===== config.mk =====
export PLATFORM = sky130hd
export DESIGN_NAME = blit_row_descriptor_generator
export DESIGN_NICKNAME = d
export VERILOG_FILES = /design/src/hw/rtl/brdg_pkg.sv /design/src/hw/rtl/blit_row_descriptor_generator.sv
export SDC_FILE = /design/constraint.sdc
export NUM_CORES = 2
export LEC_CHECK = 0
export BUFFER_PORTS_ARGS = -buffer_cell sky130_fd_sc_hd__clkbuf_2
export CORE_ASPECT_RATIO = 1.25
export CORE_MARGIN = 5
export CORE_UTILIZATION = 55
export CTS_BUF_LIST = sky130_fd_sc_hd__clkbuf_8
export CTS_CLUSTER_DIAMETER = 80
export DETAILED_ROUTE_END_ITERATION = 8
export GPL_TIMING_DRIVEN = 0
export PLACE_DENSITY = 0.77
export SYNTH_ARGS = -nofsm -noshare
export SYNTH_HDL_FRONTEND = slang
export SYNTH_SLANG_ARGS = --single-unit

===== constraint.sdc =====
create_clock -name i_clk -period 12.95 [get_ports i_clk]
set_input_delay 0.6475 -clock i_clk [delete_from_list [all_inputs] [get_ports i_clk]]
set_output_delay 0.6475 -clock i_clk [all_outputs]
set_load 0.02 [all_outputs]

===== src/hw/rtl/brdg_pkg.sv =====
// Shared constants and a clamp function for the blit row descriptor generator.
package brdg_pkg;

    // Request kinds on the input stream
    localparam logic REQ_START = 1'b0;
    localparam logic REQ_NEXT  = 1'b1;

    // Blit operations
    localparam logic [1:0] OP_FILL       = 2'd0;
    localparam logic [1:0] OP_VID_TO_BUF = 2'd1;
    localparam logic [1:0] OP_BUF_TO_VID = 2'd2;
    localparam logic [1:0] OP_VID_TO_VID = 2'd3;

    // Configuration register indexes
    localparam int unsigned CFG_IDX_W = 4;
    localparam logic [CFG_IDX_W-1:0] REG_FRAME_BASE      = 4'd0;
    localparam logic [CFG_IDX_W-1:0] REG_PIXELS_PER_LINE = 4'd1;

    // Geometry
    localparam int unsigned COORD_W  = 12;
    localparam int unsigned SIZE_W   = 13;
    localparam int unsigned STRIDE_W = 16;
    localparam int unsigned ADDR_W   = 32;
    localparam int unsigned PIXEL_W  = 32;
    localparam int unsigned COUNT_W  = 15;
    localparam int unsigned PROD_W   = SIZE_W + STRIDE_W;
    localparam logic [SIZE_W-1:0] MAX_COORD = 13'd4096;
    localparam logic [SIZE_W-1:0] PPL_RESET = 13'd640;
    localparam logic [COUNT_W-1:0] MAX_BYTES = 15'd16384;

    // Stream widths
    localparam int unsigned S_TDATA_W = 160;
    localparam int unsigned S_TUSER_W = 3;
    localparam int unsigned M_TDATA_W = 112;

    // Width or height above the largest rectangle is clamped
    function automatic logic [SIZE_W-1:0] clamp_size(input logic [SIZE_W-1:0] v);
        clamp_size = (v > MAX_COORD) ? MAX_COORD : v;
    endfunction

endpackage


===== src/hw/rtl/blit_row_descriptor_generator.sv =====
// Blit row descriptor generator: turns rectangle commands into per-row transfer descriptors.
//
// Usage
//   Slave stream (s_t*): one transfer per request. tuser bit 0 selects a start
//   command (0) or a next-row request (1); a start latches the rectangle and
//   issues its top row, each next-row request issues the following row.
//   Master stream (m_t*): one descriptor per issued row, tlast on the last
//   row of the rectangle, tuser high for fill rows.
//   Config channel (i_cfg_*): frame_base and pixels_per_line, which the user
//   must write only while the block is idle (not enforced); always ready.
// Timing
//   Three register stages: request (row picked, base plus column offset),
//   product (row times pitch, one 13x16 multiply per side), descriptor (final
//   address add). A descriptor passes through these three registers in that
//   order on its way to m_t*. One request is taken every cycle while the
//   pipeline is not stalled, each stage moving one row on. A start with zero
//   height or a next-row request while idle is taken but yields no descriptor.
// Reset: synchronous, active low; pipeline emptied, block idle, registers
//   back to frame_base 0 and pixels_per_line 640.
// Stall: each stage holds while the one after it is full and blocked, so
//   requests keep flowing until all three stages hold descriptors.
module blit_row_descriptor_generator (
    input  logic                                  i_clk,
    input  logic                                  i_rst_n,
    // tdata: src_x[11:0], src_y[23:12], dst_x[35:24], dst_y[47:36],
    //        rect_width[60:48], rect_height[73:61], row_stride[89:74],
    //        buffer_addr[121:90], fill_pixel[153:122], zero pad[159:154]
    input  logic [brdg_pkg::S_TDATA_W-1:0]        s_tdata,
    // tuser: req_type[0], operation[2:1]
    input  logic [brdg_pkg::S_TUSER_W-1:0]        s_tuser,
    input  logic                                  s_tvalid,
    output logic                                  s_tready,
    // tdata: src_addr[31:0], dst_addr[63:32], byte_count[78:64],
    //        fill_value[110:79], zero pad[111]
    output logic [brdg_pkg::M_TDATA_W-1:0]        m_tdata,
    // tuser: is_fill[0]
    output logic                                  m_tuser,
    output logic                                  m_tlast,
    output logic                                  m_tvalid,
    input  logic                                  m_tready,
    // configuration write channel
    input  logic                                  i_cfg_valid,
    output logic                                  o_cfg_ready,
    input  logic [brdg_pkg::CFG_IDX_W-1:0]        i_cfg_index,
    input  logic [31:0]                           i_cfg_data
);

    // Request stage: one row picked, bases already offset by the column
    typedef struct packed {
        logic                                is_fill;
        logic                                src_zero;
        logic                                src_fb;
        logic                                dst_fb;
        logic [brdg_pkg::ADDR_W-1:0]         src_base;
        logic [brdg_pkg::ADDR_W-1:0]         dst_base;
        logic [brdg_pkg::SIZE_W-1:0]         src_y;
        logic [brdg_pkg::SIZE_W-1:0]         dst_y;
        logic [brdg_pkg::STRIDE_W-1:0]       src_pitch;
        logic [brdg_pkg::STRIDE_W-1:0]       dst_pitch;
        logic [brdg_pkg::COUNT_W-1:0]        byte_count;
        logic [brdg_pkg::PIXEL_W-1:0]        fill_value;
        logic                                last;
    } t_req;

    // Product stage
    typedef struct packed {
        logic                                is_fill;
        logic                                src_zero;
        logic                                src_fb;
        logic                                dst_fb;
        logic [brdg_pkg::ADDR_W-1:0]         src_base;
        logic [brdg_pkg::ADDR_W-1:0]         dst_base;
        logic [brdg_pkg::PROD_W-1:0]         src_prod;
        logic [brdg_pkg::PROD_W-1:0]         dst_prod;
        logic [brdg_pkg::COUNT_W-1:0]        byte_count;
        logic [brdg_pkg::PIXEL_W-1:0]        fill_value;
        logic                                last;
    } t_prod;

    // Configuration
    logic [brdg_pkg::ADDR_W-1:0]   r_frame_base;
    logic [brdg_pkg::SIZE_W-1:0]   r_pixels_per_line;

    // Command state
    logic                          r_busy;
    logic [1:0]                    r_operation;
    logic [brdg_pkg::COORD_W-1:0]  r_row_index;
    logic [brdg_pkg::SIZE_W-1:0]   r_rows_total;
    logic [brdg_pkg::COORD_W-1:0]  r_src_x, r_src_y, r_dst_x, r_dst_y;
    logic [brdg_pkg::SIZE_W-1:0]   r_width;
    logic [brdg_pkg::STRIDE_W-1:0] r_stride;
    logic [brdg_pkg::ADDR_W-1:0]   r_buffer;
    logic [brdg_pkg::PIXEL_W-1:0]  r_fill;

    // Pipeline
    logic                          r_req_valid, r_prod_valid, r_out_valid;
    t_req                          r_req;
    t_prod                         r_prod;
    t_req                          n_req;
    t_prod                         n_prod;
    logic [brdg_pkg::ADDR_W-1:0]   r_src_addr, r_dst_addr, n_src_addr, n_dst_addr;
    logic [brdg_pkg::COUNT_W-1:0]  r_byte_count;
    logic [brdg_pkg::PIXEL_W-1:0]  r_fill_value;
    logic                          r_is_fill, r_last;

    logic                          out_ready, prod_ready, req_ready;
    logic                          s_fire;

    // Decoded request
    logic                          is_start;
    logic [1:0]                    in_op;
    logic [brdg_pkg::COORD_W-1:0]  in_src_x, in_src_y, in_dst_x, in_dst_y;
    logic [brdg_pkg::SIZE_W-1:0]   in_width, in_height;
    logic [brdg_pkg::STRIDE_W-1:0] in_stride_raw, in_stride;
    logic [brdg_pkg::ADDR_W-1:0]   in_buffer;
    logic [brdg_pkg::PIXEL_W-1:0]  in_fill;

    // Selected command (incoming on a start, saved otherwise)
    logic [1:0]                    sel_op;
    logic [brdg_pkg::COORD_W-1:0]  sel_src_x, sel_src_y, sel_dst_x, sel_dst_y;
    logic [brdg_pkg::COORD_W-1:0]  sel_row;
    logic [brdg_pkg::SIZE_W-1:0]   sel_rows_total, sel_width;
    logic [brdg_pkg::STRIDE_W-1:0] sel_stride;
    logic [brdg_pkg::ADDR_W-1:0]   sel_buffer;
    logic [brdg_pkg::PIXEL_W-1:0]  sel_fill;
    logic [brdg_pkg::SIZE_W-1:0]   next_row;
    logic                          emit, row_last;
    logic                          src_buf, dst_buf;

    logic [brdg_pkg::ADDR_W-1:0]   src_term, dst_term;

    assign out_ready  = !r_out_valid  || m_tready;
    assign prod_ready = !r_prod_valid || out_ready;
    assign req_ready  = !r_req_valid  || prod_ready;
    assign s_tready   = req_ready;
    assign s_fire     = s_tvalid && s_tready;
    assign o_cfg_ready = 1'b1;

    // ---- request decode ----
    assign is_start      = (s_tuser[0] == brdg_pkg::REQ_START);
    assign in_op         = s_tuser[2:1];
    assign in_src_x      = s_tdata[11:0];
    assign in_src_y      = s_tdata[23:12];
    assign in_dst_x      = s_tdata[35:24];
    assign in_dst_y      = s_tdata[47:36];
    assign in_width      = brdg_pkg::clamp_size(s_tdata[60:48]);
    assign in_height     = brdg_pkg::clamp_size(s_tdata[73:61]);
    assign in_stride_raw = s_tdata[89:74];
    assign in_buffer     = s_tdata[121:90];
    assign in_fill       = s_tdata[153:122];
    // zero stride means a tightly packed buffer
    assign in_stride     = (in_stride_raw == '0) ? {1'b0, in_width, 2'b00} : in_stride_raw;

    always_comb begin
        if (is_start) begin
            sel_op         = in_op;
            sel_src_x      = in_src_x;
            sel_src_y      = in_src_y;
            sel_dst_x      = in_dst_x;
            sel_dst_y      = in_dst_y;
            sel_row        = '0;
            sel_rows_total = in_height;
            sel_width      = in_width;
            sel_stride     = in_stride;
            sel_buffer     = in_buffer;
            sel_fill       = in_fill;
            emit           = (in_height != '0);
        end else begin
            sel_op         = r_operation;
            sel_src_x      = r_src_x;
            sel_src_y      = r_src_y;
            sel_dst_x      = r_dst_x;
            sel_dst_y      = r_dst_y;
            sel_row        = r_row_index;
            sel_rows_total = r_rows_total;
            sel_width      = r_width;
            sel_stride     = r_stride;
            sel_buffer     = r_buffer;
            sel_fill       = r_fill;
            emit           = r_busy;
        end
    end

    assign next_row = {1'b0, sel_row} + 13'd1;
    assign row_last = (next_row >= sel_rows_total);
    assign src_buf  = (sel_op == brdg_pkg::OP_BUF_TO_VID);
    assign dst_buf  = (sel_op == brdg_pkg::OP_VID_TO_BUF);

    always_comb begin
        n_req.is_fill    = (sel_op == brdg_pkg::OP_FILL);
        n_req.src_zero   = (sel_op == brdg_pkg::OP_FILL);
        n_req.src_fb     = !src_buf;
        n_req.dst_fb     = !dst_buf;
        n_req.src_base   = (src_buf ? sel_buffer : r_frame_base)
                         + {18'd0, sel_src_x, 2'b00};
        n_req.dst_base   = (dst_buf ? sel_buffer : r_frame_base)
                         + {18'd0, sel_dst_x, 2'b00};
        n_req.src_y      = {1'b0, sel_src_y} + {1'b0, sel_row};
        n_req.dst_y      = {1'b0, sel_dst_y} + {1'b0, sel_row};
        n_req.src_pitch  = src_buf ? sel_stride : {3'd0, r_pixels_per_line};
        n_req.dst_pitch  = dst_buf ? sel_stride : {3'd0, r_pixels_per_line};
        n_req.byte_count = {sel_width, 2'b00};
        n_req.fill_value = (sel_op == brdg_pkg::OP_FILL) ? sel_fill : '0;
        n_req.last       = row_last;
    end

    // ---- product stage ----
    always_comb begin
        n_prod.is_fill    = r_req.is_fill;
        n_prod.src_zero   = r_req.src_zero;
        n_prod.src_fb     = r_req.src_fb;
        n_prod.dst_fb     = r_req.dst_fb;
        n_prod.src_base   = r_req.src_base;
        n_prod.dst_base   = r_req.dst_base;
        n_prod.src_prod   = {16'd0, r_req.src_y} * {13'd0, r_req.src_pitch};
        n_prod.dst_prod   = {16'd0, r_req.dst_y} * {13'd0, r_req.dst_pitch};
        n_prod.byte_count = r_req.byte_count;
        n_prod.fill_value = r_req.fill_value;
        n_prod.last       = r_req.last;
    end

    // ---- address stage: framebuffer pitch is in pixels, buffer pitch in bytes ----
    assign src_term   = r_prod.src_fb ? {1'b0, r_prod.src_prod, 2'b00}
                                      : {3'd0, r_prod.src_prod};
    assign dst_term   = r_prod.dst_fb ? {1'b0, r_prod.dst_prod, 2'b00}
                                      : {3'd0, r_prod.dst_prod};
    assign n_src_addr = r_prod.src_zero ? '0 : (r_prod.src_base + src_term);
    assign n_dst_addr = r_prod.dst_base + dst_term;

    // ---- configuration ----
    always_ff @(posedge i_clk) begin
        if (!i_rst_n) begin
            r_frame_base      <= '0;
            r_pixels_per_line <= brdg_pkg::PPL_RESET;
        end else if (i_cfg_valid && o_cfg_ready) begin
            case (i_cfg_index)
                brdg_pkg::REG_FRAME_BASE:      r_frame_base      <= i_cfg_data;
                brdg_pkg::REG_PIXELS_PER_LINE: r_pixels_per_line <= i_cfg_data[12:0];
                default: ;
            endcase
        end
    end

    // ---- command state ----
    always_ff @(posedge i_clk) begin
        if (!i_rst_n) begin
            r_busy      <= 1'b0;
            r_row_index <= '0;
        end else if (s_fire && (is_start || r_busy)) begin
            r_row_index <= next_row[brdg_pkg::COORD_W-1:0];
            r_busy      <= emit && !row_last;
        end
    end

    always_ff @(posedge i_clk) begin
        if (s_fire && is_start) begin
            r_operation  <= in_op;
            r_src_x      <= in_src_x;
            r_src_y      <= in_src_y;
            r_dst_x      <= in_dst_x;
            r_dst_y      <= in_dst_y;
            r_width      <= in_width;
            r_stride     <= in_stride;
            r_buffer     <= in_buffer;
            r_fill       <= in_fill;
            r_rows_total <= in_height;
        end
    end

    // ---- pipeline valids ----
    always_ff @(posedge i_clk) begin
        if (!i_rst_n) begin
            r_req_valid  <= 1'b0;
            r_prod_valid <= 1'b0;
            r_out_valid  <= 1'b0;
        end else begin
            if (req_ready)  r_req_valid  <= s_fire && emit;
            if (prod_ready) r_prod_valid <= r_req_valid;
            if (out_ready)  r_out_valid  <= r_prod_valid;
        end
    end

    // ---- pipeline payload ----
    always_ff @(posedge i_clk) begin
        if (req_ready) begin
            r_req <= n_req;
        end
        if (prod_ready) begin
            r_prod <= n_prod;
        end
        if (out_ready) begin
            r_src_addr   <= n_src_addr;
            r_dst_addr   <= n_dst_addr;
            r_byte_count <= r_prod.byte_count;
            r_fill_value <= r_prod.fill_value;
            r_is_fill    <= r_prod.is_fill;
            r_last       <= r_prod.last;
        end
    end

    assign m_tvalid = r_out_valid;
    assign m_tdata  = {1'b0, r_fill_value, r_byte_count, r_dst_addr, r_src_addr};
    assign m_tuser  = r_is_fill;
    assign m_tlast  = r_last;

`ifndef SYNTHESIS
    // a next-row request while a command runs always yields a descriptor
    a_next_emits: assert property (@(posedge i_clk) disable iff (!i_rst_n)
        (s_fire && !is_start && r_busy) |=> r_req_valid)
        else $error("next-row request while busy produced no descriptor");

    // busy drops on the edge the last row enters the request stage
    a_last_idle: assert property (@(posedge i_clk) disable iff (!i_rst_n)
        (r_req_valid && r_req.last) |-> !r_busy)
        else $error("still busy after last row issued");

    // while busy the next row index stays inside the rectangle
    a_row_range: assert property (@(posedge i_clk) disable iff (!i_rst_n)
        r_busy |-> ({1'b0, r_row_index} < r_rows_total))
        else $error("row index beyond rectangle height");

    // the input side only stalls when every stage is full
    a_stall_full: assert property (@(posedge i_clk) disable iff (!i_rst_n)
        !s_tready |-> (r_req_valid && r_prod_valid && r_out_valid))
        else $error("input stalled with a free stage");

    // row byte count never exceeds the widest rectangle
    a_count_max: assert property (@(posedge i_clk) disable iff (!i_rst_n)
        r_out_valid |-> (r_byte_count <= brdg_pkg::MAX_BYTES))
        else $error("byte count out of range");
`endif

endmodule

After elaboration in Yosys (flattened, before gate mapping) --
Cells that the tools add are included.
Storage, ports and cells: flip-flop bits (word level) 670, bits in latches 0, memory bits (writable) 0, ROM bits 0, bits of input ports 204, output and inout bits 117, logic and storage cells 105, memories kept 0
Operators by class: $add $sub $neg 7, multiply operators 2, div/mod/pow operators 0, order comparisons 3, eq/ne operators 3, shifts and indexed selects 0, mux-type cells 21, bitwise operators 1, reduce and logical (&&, ||, !) cells 21
Operators by type and width (number):
- $mux 32 | 4
- $mux 13 | 6
- $add 32x14->32 | 2
- $add 32x31->32 | 2
- $mux 31 | 2
- $mux 12 | 5
- $mul 13x16->29 | 2
- $mux 16 | 2
- $add 12x12->13 | 2
- $gt 13x13->1 const B | 2
- $logic_not 16->1 | 1
- $add 12x1->13 const B | 1
- $ge 13x13->1 | 1
- $reduce_bool 13->1 | 1
- $logic_not 1->1 | 6
- $logic_and 1x1->1 | 5
- $eq 4x1->1 const B | 1
- $logic_not 4->1 | 1
- $logic_or 1x1->1 | 4
- $reduce_and 2->1 | 2
- $eq 2x1->1 const B | 1
- $eq 2x2->1 const B | 1
- $logic_not 2->1 | 1
- $mux 2 | 1
- 2 further kinds | 2

Longest topological paths before layout --
word-level depth 6, mapped depth 21, gate-level depth less buffers 20

Worst setup path after synthesis --
No wires, ideal clock.
path type input to register, from in m_tready, to reg r_buffer[0] in the netlist's numbering (enable), library setup time 0.672 ns, arrival time 11.837 ns, data required time 12.278 ns, setup slack 0.442 ns, stages 4, path buffers 0, path through and3b_1 > nand2_1 > nand2_1 > nor2_1
Between the ends: cells in the longest elaborated chain, start to end 5
RTL lines:
- from (decl) | line blit_row_descriptor_generator.sv:40 | input logic m_tready,
- $logic_or 1x1->1 | line blit_row_descriptor_generator.sv:132 | assign out_ready = !r_out_valid || m_tready;
- $logic_or 1x1->1 | line blit_row_descriptor_generator.sv:133 | assign prod_ready = !r_prod_valid || out_ready;
- $logic_or 1x1->1 | line blit_row_descriptor_generator.sv:134 | assign req_ready = !r_req_valid || prod_ready;
- via s_tready | line blit_row_descriptor_generator.sv:32 | output logic s_tready,
- $logic_and 1x1->1 | line blit_row_descriptor_generator.sv:136 | assign s_fire = s_tvalid && s_tready;
- $logic_and 1x1->1 | line blit_row_descriptor_generator.sv:256 | if (s_fire && is_start) begin
- to (signal assigned) | line blit_row_descriptor_generator.sv:264 | r_buffer <= in_buffer;
- to (decl) | line blit_row_descriptor_generator.sv:92 | logic [brdg_pkg::ADDR_W-1:0] r_buffer;
The timed path passes the listed nets, and every way through them passes these cells. A chain may end at the register's enable or synchronous reset.

==> summary.txt <==
Global routing
  • GRT Util Overall: 27.0%
  • Largest net degree at the start of global routing: 109
  • Global-route wire length before repair: 181 mm
  • Initial antenna violation count: 17
  • Gr ovfl total: 0
  • Vias in the first global route: 31400

Floorplanning
  • IO Pins: 321
  • Die Y-Extent: 329 um
  • Row count: 117
  • Core ar.: 0.0812 mm^2
  • Die W: 265 um
  • Die Area: 0.0874 mm^2
  • Starting Density: 55.2%

Layout
  • Commonest non-fill, non-tap cells in the layout: 609 x edfxtp_1, 508 x inv_1, 421 x nand2_1
  • Layout cells sized above 1: 13.6%
  • Net total in the final layout: 5214
  • Final core occ: 61.7%
  • Area growth from synthesis to layout: 11.7%
  • Fin cells: 5590
  • Commonest non-fill, non-tap cell in the layout: edfxtp_1

Power
  • Seq pwr share: 36.0%
  • PwrDens: 168 mW/mm^2
  • Sw Ratio: 37.7%
  • Power share of the clock group: 20.9%
  • Static leakage: 22.5 nW
  • NetSw: 3.17 mW
  • Pint: 5.24 mW
  • Logic pwr share: 43.2%
  • Maximum vdd ir drop: 0.000153 V

Drt
  • Post-DRT Antenna Nets: 0
  • DR iter-0 viols: 2416
  • Initial DRT Pass Iterations: 6
  • DR top layer: met5
  • DRC viols: 0
  • Vias: 31200
  • Wire per inst: 21.4 um
  • WL met2: 57.8 mm
  • Via density: 5.58
  • Met3 WL: 8.28 mm
  • Wirelength, routed: 120 mm
  • Metal-1 WL: 47.1 mm

STA
  • Final Setup Violations: 0
  • Period minus WS final: 6910 ps
  • FMAX: 0.145 GHz
  • Slew headroom: 16.9%
  • Worst slew pin tran: 1240 ps
  • Clk_skew: 56.8 ps
  • Count of pins over their slew limit: 0
  • Unrepaired setup endpoints after global routing: no
  • Period Utilization, post-route: 53.4%
  • Hold Fails Final Rpt: 0

Clock network
  • Worst-Skew Late Latency: 750 ps
  • CTS hold repair buffers: 0
  • Clk sink count: 670
  • CTS Buf Count: 104
  • CTS tree: yes
  • Post-CTS Setup Inserts: 0
  • Clk root buf: clkbuf_8
  • Clock slew at reported path FFs: 60 ps
  • CTS H-Tree Depth: 3
  • Max Buffers Root-to-Sink: 3
  • Post-CTS resize count: 0

Setup path
  • Critical Path RT: 13360 ps
  • CP Capture Type: flop
  • Setup Crit Path Kind: primary input to flop
  • CP Launch Type: primary input
  • CP dominant cell by count: buf_2
  • Cell Chain, Critical Path: clkbuf_2 -> buf_6 -> buf_6 -> buf_2 -> buf_2 -> buf_2 -> clkbuf_1 -> buf_2 -> mux2i_1 -> a21oi_1 -> ha_1 -> fa_1 -> a21o_1 -> a21oi_1 -> nor2b_1 -> o21ai_0 -> a211o_1 -> buf_2 -> a21boi_0 -> xor2_1 -> mux2i_1
  • Worst path slowest cell: clkbuf_1
  • WP data arrival: 7320 ps
  • Worst path max stage delay: 710 ps
  • Worst-path fanout max: 10

Synth
  • Yosys reg bits: 670
  • Mapped Cells: 3997
  • Mapped Area: 0.0449 mm^2
  • Ys Warns: 0
  • Sequential share of the synthesized area: 43.5%
  • Ys flop type: edfxtp_1
  • Async SR Flop Fraction: 0%
  • Syn Area/Cell: 11.2 um^2
  • Post-synth cell types: 84
  • Post-synth EDFFs: 609

Placement
  • DP HPWL: 96.1 mm
  • Placer congestion estimate: 0.955
  • Placed Instances: 5389
  • # port buffers: 309

Flow run
  • Max Cap Violations: 0

Hold path
  • Class of the worst hold path: primary input to flop

Status
  • Status: complete, no violations
-- cells by family (layout without fill, tap and decap cells) --
logic type               Yosys count  after routing  share of synthesized area (%)
AO/OA/AOI/OAI                    550            550                           7.88
buffers and inverters            636           1141                           5.48
other                              2             19                         0.0167
multiplexers                     255            255                           6.02
flip-flops                       670            670                           43.5
AND/OR/NAND/NOR                 1119           1119                           12.0
adder cells (fa/ha/maj)          586            586                           21.6
XOR/XNOR                         179            179                           3.50
-- registers in the layout, summed over array words and instances (netlist names), 12 cells and up --
register           flops
r_fill_value          32
r_row_index           12
r_pixels_per_line     13
r_src_addr            32
r_frame_base          32
r_dst_x               12
r_stride              16
r_src_y               12
r_rows_total          13
r_fill                32
r_dst_y               12
r_prod               171
r_width               13
r_src_x               12
r_buffer              32
n_prod               113
r_dst_addr            32
r_byte_count          13
r_req                 58
-- worst max-delay path: cells and delay by family --
family	cells	cell delay [ps]
XOR/XNOR	1	180
AND/OR/NAND/NOR	1	80
multiplexers	2	1010
buffers and inverters	9	3170
AO/OA/AOI/OAI	6	1480
adder cells (fa/ha/maj)	2	700
-- synth_stat cells (17+ instances only) --
master	count	area, um^2
edfxtp_1	609	18300
inv_1	482	1810
nand2_1	422	1580
fa_1	314	6290
ha_1	272	3400
and2_1	218	1360
nor2_1	217	815
a21oi_1	160	801
mux2i_1	141	1410
xnor2_1	132	1160
o21ai_0	121	606
clkbuf_1	116	435
mux2_2	113	1270
nor2b_1	62	388
dfxtp_1	61	1220
a21o_1	55	413
xor2_1	47	412
a21boi_0	42	315
nor3_1	37	185
nand2b_1	34	213
nand3_1	33	165
o21bai_1	27	203
a211oi_1	25	188
o21a_1	24	180
buf_2	19	95.1
and3_1	18	113
or3_1	17	106
-- worst paths after layout --
path	cells after the start	slack, ps	start	end
setup / recovery	21	6040	s_tuser[0]	n_prod[156]$_DFFE_PN_
setup reg to reg	19	6350	r_req[81]$_DFFE_PN_	r_prod[75]$_DFFE_PP_
hold reg to reg	0	410	n_prod[16]$_SDFFCE_PN0N_	r_prod[16]$_DFFE_PP_
hold / removal	1	90	s_tdata[130]	r_fill[8]$_DFFE_PP_
-- power by group through the flow --
stage | sequential, mW | clock (mW) | combinational, mW
2_1_floorplan | 3.11 | 0 | 2.52
3_3_place_gp | 3.07 | 0 | 3.54
3_5_place_dp | 3.07 | 0 | 3.62
4_1_cts | 3.02 | 1.79 | 3.64
5_1_grt | 3.05 | 1.89 | 4.06
6_report | 3.02 | 1.75 | 3.63
-- routing by layer --
metal  up-vias  global-route usage [%]
li1      14500                       -
met1     15200                    34.5
met2      1198                    45.3
met3       272                    4.75
met4         8                    12.5
met5         -                       0
-- area by class of cell --
cell class	instances	area, um^2
inverter	484	1830
timing repair buffer	319	1800
clock buffer	104	1430
multi-input combinational	2693	22900
sequential	670	19500
clock inverter	82	624
antenna	15	37.5
buffer	152	639
fill	6504	31100
tap	1071	1340
-- per-stage QoR --
step           power [mW]  hold slack, ps  setup WS (ps)  setup TNS, ps  cell area (um^2)
2_1_floorplan        5.62             400            442              0             44900
3_3_place_gp         6.61             400          -5280        -820110             47700
3_5_place_dp         6.68             405           5470              0             48000
4_1_cts              8.46            28.6           6220              0             50100
5_1_grt              9.00            43.2           5990              0             50100
6_report             8.41            87.4           6040              0             50100
No activity file was read; power rests on OpenSTA's default activity.
